$ cat config.mk
export PLATFORM = sky130hd
export DESIGN_NAME = nbgs_ram
export DESIGN_NICKNAME = d
export VERILOG_FILES = /design/src/rtl/nbgs_ram.sv
export SDC_FILE = /design/constraint.sdc
export NUM_CORES = 1
export LEC_CHECK = 0
export ABC_AREA = 1
export BUFFER_PORTS_ARGS = -buffer_cell sky130_fd_sc_hd__buf_2
export CORE_ASPECT_RATIO = 1.75
export CORE_MARGIN = 10
export CORE_UTILIZATION = 60
export CTS_CLUSTER_SIZE = 8
export DETAILED_ROUTE_END_ITERATION = 10
export PLACE_DENSITY = 0.79
export SLEW_MARGIN = 20
export SYNTH_ARGS = -nofsm -noshare
export SYNTH_HDL_FRONTEND = slang
export SYNTH_SLANG_ARGS = --single-unit
$ cat constraint.sdc
create_clock -name clk -period 4.9 [get_ports clk]
set_input_delay 0 -clock clk [delete_from_list [all_inputs] [get_ports clk]]
set_output_delay 0 -clock clk [all_outputs]
set_load 0.02 [all_outputs]
$ cat src/rtl/nbgs_ram.sv
// Generic single-write, single-read RAM with registered read data.
module nbgs_ram #(
    parameter int WIDTH = 32,
    parameter int DEPTH = 8
) (
    input  logic                     clk,
    input  logic                     we,
    input  logic [$clog2(DEPTH)-1:0] waddr,
    input  logic [WIDTH-1:0]         wdata,
    input  logic [$clog2(DEPTH)-1:0] raddr,
    output logic [WIDTH-1:0]         rdata
);

    logic [WIDTH-1:0] mem [DEPTH];

    // Write and registered read
    always_ff @(posedge clk)
    begin
        if (we)
        begin
            mem[waddr] <= wdata;
        end
        rdata <= mem[raddr];
    end

endmodule

==> impl_metrics.csv <==
group,metric,value,unit
global_route,antenna_found_initial,0,
synthesis,synth_top_cell_area_share,64.7,%
setup_path,critPathSlowestCell,"buf_4",
timing,finalHoldViolCount,0,
min_path,hold_class,"input pin to flop",
drt,routed_wl,26400,um
synthesis,ys.flop_type,"edfxtp_1",
drt,drc,0,
die,core_area,0.0196,mm^2
cells_and_area,stdcell_count,1542,
cells_and_area,fin_nets,1307,
die,start_util,60.7,%
global_route,grt_pass1_vias,8352,
clock_network,htree_levels,2,
setup_path,crit_path_start,"raddr[1]",
setup_path,cp.required,5.28,ns
synthesis,async_flop_share,0,%
timing,fin_crit_sh,34.0,%
synthesis,yosys.area.top_type,"edfxtp_1",
job,max-cap-violations,0,
die,io_pins,72,
die,rows,68,
cells_and_area,n_antenna_cell,0,
setup_path,worstPathArrival,2.04,ns
timing,holdWs,0.0647,ns
min_path,min-delay-start,"raddr[0]",
synthesis,yosys_warnings,0,
clock_network,cts_root_buffer,"clkbuf_16",
setup_path,slowest_delay,0.66,ns
die,die_h,206,um
timing,setup_viol,0,
synthesis,synth_nets,1196,
setup_path,cp_max_fo,65,
timing,slew_viol_final,0,
setup_path,worst-setup-path-type,"input pin to flop",
drt,routed.top_layer,"met4",
placed_design,dp_slack,2.77,ns
power_and_ir_drop,cellPowerDensity,414,mW/mm^2
synthesis,synth_edf_count,256,
cells_and_area,drive_gt1_share,10.6,%
clock_network,cts_tree,"yes",
clock_network,clock_latency,0.51,ns
synthesis,synth_most_common_cell,"nand2_1",
synthesis,synthTopCellsByArea,"edfxtp_1 (65%), nand2_1 (13%), inv_1 (8.2%)",
setup_path,critPathCaptureType,"flop",
cells_and_area,area_delta_synth_final,17.0,%
drt,ant_nets,0,
synthesis,synthesis.area,0.0119,mm^2
cells_and_area,fin_area,0.0139,mm^2
placed_design,place.port_buffers,71,
synthesis,synth_area_per_cell,10.3,um^2
setup_path,start_kind,"input pin",
drt,drt_iter0_markers,669,
power_and_ir_drop,ir_worst_vdd,0.000389,V
timing,setup_slack,3.24,ns
power_and_ir_drop,p_leak,6.43,nW
timing,relSlewSlack,36.3,%
timing,setup-tns-final,0,ns
clock_network,cts_buffers,41,
global_route,grt_pass1_wl,41900,um
placed_design,dp_hpwl,14200,um
placed_design,place_area,0.0124,mm^2
die,dieWidth,126,um
synthesis,synth_commonest_cells,"nand2_1 (422), inv_1 (260), edfxtp_1 (256), nand3_1 (128), dfxtp_1 (32)",
timing,rsz0062_at_grt,"no",
clock_network,clk_path_buf_depth,3,
clock_network,clk_pin_slew_worst_paths,0.05,ns
timing,max_freq,601,MHz
drt,wl_met1,9630,um
clock_network,clock_sinks,288,
synthesis,synth.distinct_cells,12,
drt,drtPass1Iterations,5,
synthesis,ys_seq_area_share,70.1,%
drt,num_vias,7927,
clock_network,cts_setup_buffers,0,
placed_design,placed_cells,1437,
drt,wl_per_cell,17.1,um
global_route,gr-usage-all-layers,20.1,%
drt,wl_met2,14200,um
global_route,grt_remaining_overflow,0,
timing,fin_skew,0.0209,ns
global_route,grt_max_degree,104,
run_status,status,"completed",
setup_path,cp_cell_sequence,"buf_2 -> buf_4 -> inv_2 -> buf_4 -> nand3_1 -> nand2_1 -> nand2_1 -> nand2_1",
drt,wl_met3,1660,um
drt,vias_per_cell,5.14,
setup_path,timing.rr.start,"mem[3][5]",
placed_design,gp_congestion,0.761,
synthesis,syn_inst,1156,
setup_path,cp_common_cell,"nand2_1",
die,die_area,0.0260,mm^2
timing,timing.final.crit_period,1.66,ns
timing,tightestPinTransition,0.956,ns
synthesis,ys_ff_latch,288,
[worst max-delay path: cells and delay by family]
kind	cells	cell delay, ns
and+or+nand+nor	4	0.32
buffers and inverters	4	1.67
[what timing repair did]
action | in CTS | in global routing
hold buffers | 32 | 0
setup endpoints to repair | 0 | 0
endpoints found under the hold margin | 256 | 0
resized for setup | 0 | 0
[power breakdown]
| part | total [mW] | switching (mW) | internal [mW] |
|---|---|---|---|
| registers | 2.81 | 0.0271 | 2.78 |
| clock network | 2.55 | 0.962 | 1.59 |
| logic | 0.387 | 0.269 | 0.118 |
| total | 5.75 | 1.26 | 4.49 |
[cell type report]
type                            count  area, um^2
Clock buffer                       72        1160
Sequential cell                   288        8330
Tap cell                          245         307
Multi-Input combinational cell    558        2310
Inverter                          262         986
Clock inverter                      1        16.3
Fill cell                        1303        5670
Timing Repair Buffer              116         779
[final timing paths]
kind / to / slack [ns] / cells after the start
setup / recovery: rdata[19] / 3.24 / 8
hold / removal: rdata[14] / 0.06 / 6
setup reg to reg: rdata[5] / 3.92 / 6
hold reg to reg: rdata[24] / 0.63 / 6
[layer usage]
metal	vias to the layer above	global-route usage (%)
li1	3814	-
met1	3751	21.5
met2	286	37.5
met3	76	3.44
met4	0	9.14
met5	-	0
[registers in the layout, summed over array words and instances, names as in the netlist]
signal  cells
rdata      32
mem       256
[placed cells by master (no fill, tap or decap), drive strengths merged]
cell and count:
nand2 422, dfxtp 32, clkbuf 72, edfxtp 256
buf 84, inv 262, clkinv 1, nand3 128
dlygate4sd3 32, nor2 8
[logic make-up after synthesis]
family / Yosys count / share of synthesized area [%]
and+or+nand+nor: 558 / 19.0
buffers and inverters: 310 / 10.9
DFF: 288 / 70.1
[stage by stage]
stage	power, mW	util, %
global route	5.92	71.0
finish	5.75	71.0
floorplan	3.08	-
global placement	3.20	63.3
detailed placement	3.21	63.3
CTS	5.76	71.0
Power figures use the tool's default switching activity.
