$ cat src/rtl/nbgs_pkg.sv
// Shared types and constants of the two-dimensional gravity stepper.
package nbgs_pkg;

    // Command codes
    localparam logic CMD_LOAD = 1'b0;
    localparam logic CMD_TICK = 1'b1;

    // Configuration register indexes
    localparam int   CFG_IDX_W      = 1;
    localparam logic REG_BODY_COUNT = 1'b0;
    localparam logic REG_WALL_LIMIT = 1'b1;

    localparam logic [3:0]  BODY_COUNT_RST = 4'd2;
    localparam logic [30:0] WALL_LIMIT_RST = 31'h4000_0000;

    // Pull magnitude saturates to the largest Q1.30 value
    localparam logic [30:0] PULL_MAX   = 31'h7FFF_FFFF;
    // gm (Q-8.40) shifted into the Q2.60 frame of d squared, less the Q1.30 result
    localparam int          PULL_SHIFT = 19;
    // Remaining numerator bits of the pull division once the top is preloaded
    localparam logic [6:0]  PULL_STEPS = 7'd31;
    // Full 64-bit numerator for a component division
    localparam logic [6:0]  COMP_STEPS = 7'd64;

    typedef struct packed {
        logic               command;
        logic [2:0]         body_index;
        logic signed [31:0] pos_x;
        logic signed [31:0] pos_y;
        logic signed [31:0] vel_x;
        logic signed [31:0] vel_y;
        logic [31:0]        gm_scaled;
        logic [30:0]        display_radius;
        logic [30:0]        contact_radius;
    } cmd_t;

    typedef struct packed {
        logic [2:0]         out_index;
        logic signed [31:0] out_pos_x;
        logic signed [31:0] out_pos_y;
        logic signed [31:0] out_vel_x;
        logic signed [31:0] out_vel_y;
        logic               last_body;
    } res_t;

    // One entry of the body table
    typedef struct packed {
        logic signed [31:0] px;
        logic signed [31:0] py;
        logic signed [31:0] vx;
        logic signed [31:0] vy;
        logic [31:0]        gm;
        logic [30:0]        disp_r;
        logic [30:0]        contact_r;
    } body_t;

    // Request to the shared divider
    typedef struct packed {
        logic        start;
        logic [6:0]  steps;
        logic [63:0] rem_init;
        logic [63:0] num;
        logic [63:0] den;
    } div_req_t;

    typedef struct packed {
        logic        done;
        logic [63:0] quot;
    } div_rsp_t;

endpackage

$ cat src/rtl/nbgs_div.sv
// Restoring divider, one quotient bit per cycle, shared by the pull and component paths.
module nbgs_div (
    input  logic               clk,
    input  logic               rst_n,
    input  nbgs_pkg::div_req_t req,
    output nbgs_pkg::div_rsp_t rsp
);

    logic [63:0] rem_reg;
    logic [63:0] num_reg;
    logic [63:0] den_reg;
    logic [63:0] quot_reg;
    logic [6:0]  cnt_reg;
    logic        active_reg;

    logic [64:0] trial;
    logic [64:0] diff;
    logic        ge;

    // Shift in the next numerator bit and try the subtraction
    always_comb
    begin
        trial = {rem_reg, num_reg[63]};
        diff  = trial - {1'b0, den_reg};
        ge    = trial >= {1'b0, den_reg};
    end

    always_ff @(posedge clk or negedge rst_n)
    begin
        if (!rst_n)
        begin
            active_reg <= 1'b0;
            cnt_reg    <= '0;
        end
        else if (req.start)
        begin
            rem_reg    <= req.rem_init;
            num_reg    <= req.num;
            den_reg    <= req.den;
            quot_reg   <= '0;
            cnt_reg    <= req.steps;
            active_reg <= 1'b1;
        end
        else if (active_reg)
        begin
            if (cnt_reg != '0)
            begin
                rem_reg  <= ge ? diff[63:0] : trial[63:0];
                num_reg  <= {num_reg[62:0], 1'b0};
                quot_reg <= {quot_reg[62:0], ge};
                cnt_reg  <= cnt_reg - 7'd1;
            end
            else
            begin
                active_reg <= 1'b0;
            end
        end
    end

    assign rsp.done = active_reg && (cnt_reg == '0);
    assign rsp.quot = quot_reg;

endmodule

$ cat config.mk
export PLATFORM = sky130hd
export DESIGN_NAME = nbgs_div
export DESIGN_NICKNAME = d
export VERILOG_FILES = /design/src/rtl/nbgs_pkg.sv /design/src/rtl/nbgs_div.sv
export SDC_FILE = /design/constraint.sdc
export NUM_CORES = 1
export LEC_CHECK = 0
export BUFFER_PORTS_ARGS = -buffer_cell sky130_fd_sc_hd__clkbuf_2
export CAP_MARGIN = 30
export CORE_MARGIN = 4
export CORE_UTILIZATION = 45
export CTS_BUF_LIST = sky130_fd_sc_hd__clkbuf_8
export CTS_CLUSTER_DIAMETER = 40
export DETAILED_ROUTE_END_ITERATION = 10
export MAX_ROUTING_LAYER = met4
export PLACE_DENSITY_LB_ADDON = 0.25
export SKIP_CTS_REPAIR_TIMING = 1
export SYNTH_ARGS = -nofsm -noshare
export SYNTH_HDL_FRONTEND = slang
export SYNTH_SLANG_ARGS = --single-unit
$ cat constraint.sdc
create_clock -name clk -period 8.4 [get_ports clk]
set_input_delay 0.42 -clock clk [delete_from_list [all_inputs] [get_ports clk]]
set_output_delay 0.42 -clock clk [all_outputs]
set_load 0.05 [all_outputs]
==> results.sh <==
export IMPL_start_kind="flop"
export IMPL_power_clock_fraction=0.288
export IMPL_endpoint="rem_reg[38]"
export IMPL_slew_viol_final=0
export IMPL_globalRoute_totalOverflow=0
export IMPL_syn_nets=1711
export IMPL_syn_area_um2=15500
export IMPL_worstSkewPairLatency_ns=0.59
export IMPL_finalWeightedCongestion=0.900
export IMPL_cts_tree="done"
export IMPL_synthToLayoutAreaGrowth_pct=20.2
export IMPL_first_global_vias=11600
export IMPL_commonest_register_cell_after_synthesis="edfxtp_1"
export IMPL_port_buffer_count=266
export IMPL_power_switching_mw=1.49
export IMPL_clock_skew_final_ns=0.0198
export IMPL_placeableCoreArea_um2=33700
export IMPL_crit_arrival_ns=4.44
export IMPL_cp_data_required_time_ns=8.73
export IMPL_grtUsageTotal=0.210
export IMPL_rrSetupSlack_ns=4.29
export IMPL_fin_cells=2216
export IMPL_placedCellCount=2078
export IMPL_clockRootBuffer="clkbuf_8"
export IMPL_remaining_drc_errors=0
export IMPL_synth_distinct_cells=72
export IMPL_synthesis_stage_register_bit_count=264
export IMPL_seq_area_frac_synth=0.510
export IMPL_worst_ir_drop_vdd_v=0.000145
export IMPL_fp_row_count=67
export IMPL_sw_ratio=0.341
export IMPL_final_period_utilization=0.489
export IMPL_share_comb_of_total_power=0.319
export IMPL_power_density_nw_per_um2=234
export IMPL_postRouteWirelength_um=40300
export IMPL_worstSetupPathType="reg2reg"
export IMPL_synth_top_area_share=0.497
export IMPL_crit_path_end_kind="flop"
export IMPL_cts_htree_levels=2
export IMPL_clk_pin_slew_worst_paths_ns=0.06
export IMPL_share_seq_of_total_power=0.393
export IMPL_worst_slew_pin_slew_ns=0.956
export IMPL_initial_utilization=0.459
export IMPL_detail_route_antenna_nets=0
export IMPL_status="finished clean"
export IMPL_drt_vias_per_instance=5.43
export IMPL_synthesis_yosys_warnings=0
export IMPL_die_area_um2=37400
export IMPL_number_of_sinks_handled_by_clock_tree_synthesis=264
export IMPL_critPathMaxFanout=13
export IMPL_detailedRoute_firstIterationViolations=969
export IMPL_syn_area_per_cell_um2=10.7
export IMPL_detailedRoute_firstPassIterationCount=4
export IMPL_timing_reg2reg_worst_path_depth=11
export IMPL_maxSlewHeadroom=0.363
export IMPL_yosysTopAreaCell="edfxtp_1"
export IMPL_synth_enable_flop_cells=256
export IMPL_antenna_found_initial=1
export IMPL_setup_repair_after_global_routing_missed_its_margin="no"
export IMPL_reg2reg_from="rem_reg[6]"
export IMPL_cp_startpoint="rem_reg[6]"
export IMPL_worst_hold_path_type="in2reg"
export IMPL_grt_first_pass_wirelength_um=63000
export IMPL_finalHoldViolCount=0
export IMPL_detail_route_wl_per_cell_um=18.2
export IMPL_num_nets_final=1997
export IMPL_drv_cap=0
export IMPL_die_h_um=193
export IMPL_leakagePower_nw=7.68
export IMPL_die_width_um=193
export IMPL_number_of_clock_buffers_inserted_by_tritoncts=49
export IMPL_ios=267
export IMPL_yosys_cell_count_top_type="edfxtp_1"
export IMPL_netlist_instances=1442
export IMPL_maximum_number_of_pins_on_one_net_before_global_route_repair=89
export IMPL_synthTopCellsByCount="edfxtp_1, nand2_1, a21oi_1"
export IMPL_final_period_minus_worst_setup_slack_ns=4.11
export IMPL_number_of_vias_in_the_routed_layout=12000
export IMPL_timing_setup_tns_ns=0
export IMPL_cts_max_path_buffers=3
export IMPL_yosys_top_cells_area="edfxtp_1, ha_1, nand2_1"
export IMPL_finalSetupViolCount=0
export IMPL_layout_drive_gt1_share=0.254
export IMPL_power_internal_mw=2.87
export IMPL_synthArstFlopShare=0.0303
export IMPL_rr_endpoint="rem_reg[38]"
export IMPL_post_dp_hpwl_um=28600
export IMPL_max_freq_ghz=0.243
-- logic make-up after synthesis --
family	Yosys count	share of synthesized area
simple gates	426	0.135
buf+inv	175	0.0462
xor+xnor	66	0.0374
fa+ha+maj	67	0.0547
compound gates	367	0.162
mux	77	0.0552
flops	264	0.510
-- worst min-delay path by stage --
stage,startpoint,end,cells past startpoint
final,req[63],den_reg[63],1
after global routing,req[46],den_reg[46],1
after CTS,req[54],den_reg[54],1
after detailed placement,num_reg[46],num_reg[47],1
after global placement,num_reg[55],num_reg[56],1
after floorplan,rst_n,active_reg,0
-- through the flow --
step	area [um^2]	util	total power, mW	hold slack (ns)	worst slack, ns
finish	18600	0.552	4.35	0.0242	4.29
floorplan	15500	-	2.76	0.124	3.85
detailed placement	17100	0.508	3.09	0.536	4.34
CTS	18100	0.537	4.37	-0.0405	4.32
global route	18600	0.552	4.62	0.000781	4.04
global placement	17100	0.506	3.07	0.527	4.50
-- per-layer routing --
metal / GRT usage / vias up / wire length, um
met3: 0.0306 / 59 / 2100
met1: 0.288 / 5722 / 18600
li1: - / 5923 / -
met5: - / - / 0
met4: 0.0522 / 0 / 737
met2: 0.332 / 326 / 18900
-- layout by cell type (no fill, tap or decap), drive strengths merged, types with 38 or more instances in the layout --
| master | netlist | final |
|---|---|---|
| o21ai | 52 | 52 |
| clkbuf | 63 | 314 |
| a21o | 40 | 40 |
| inv | 87 | 99 |
| nand2 | 216 | 216 |
| mux2 | 67 | 67 |
| edfxtp | 256 | 256 |
| nor2 | 45 | 45 |
| o311ai | 39 | 39 |
| dlygate4sd3 | 0 | 46 |
| xnor2 | 38 | 38 |
| ha | 66 | 66 |
| nand3b | 41 | 41 |
| a21oi | 135 | 135 |
-- critical path: stages, from the launching register on --
cell and delay (ns):
edfxtp_1 0.41, ha_1 0.41, nand3_1 0.17, o221ai_1 0.33
o32ai_2 0.15, a2111oi_4 0.37, o21ai_1 0.16, a211oi_2 0.23
o21ai_1 0.16, a21oi_2 0.79, mux2_2 0.42, mux2_2 0.26
-- power groups by stage --
stage | clock (mW) | combinational (mW) | sequential [mW]
after floorplan | 0 | 0.956 | 1.80
after CTS | 1.30 | 1.37 | 1.71
after global routing | 1.36 | 1.53 | 1.73
after detailed placement | 0 | 1.36 | 1.74
final | 1.25 | 1.39 | 1.71
after global placement | 0 | 1.34 | 1.73
-- layout make-up --
cell class	instances	area (um^2)
Clock inverter	40	302
Fill cell	3083	15100
Clock buffer	50	688
Timing Repair Buffer	323	1940
Multi-Input combinational cell	1003	6880
Sequential cell	264	7890
Antenna cell	1	2.50
Inverter	87	327
Tap cell	448	561
Note: power is estimated with default switching activity, not from simulation.
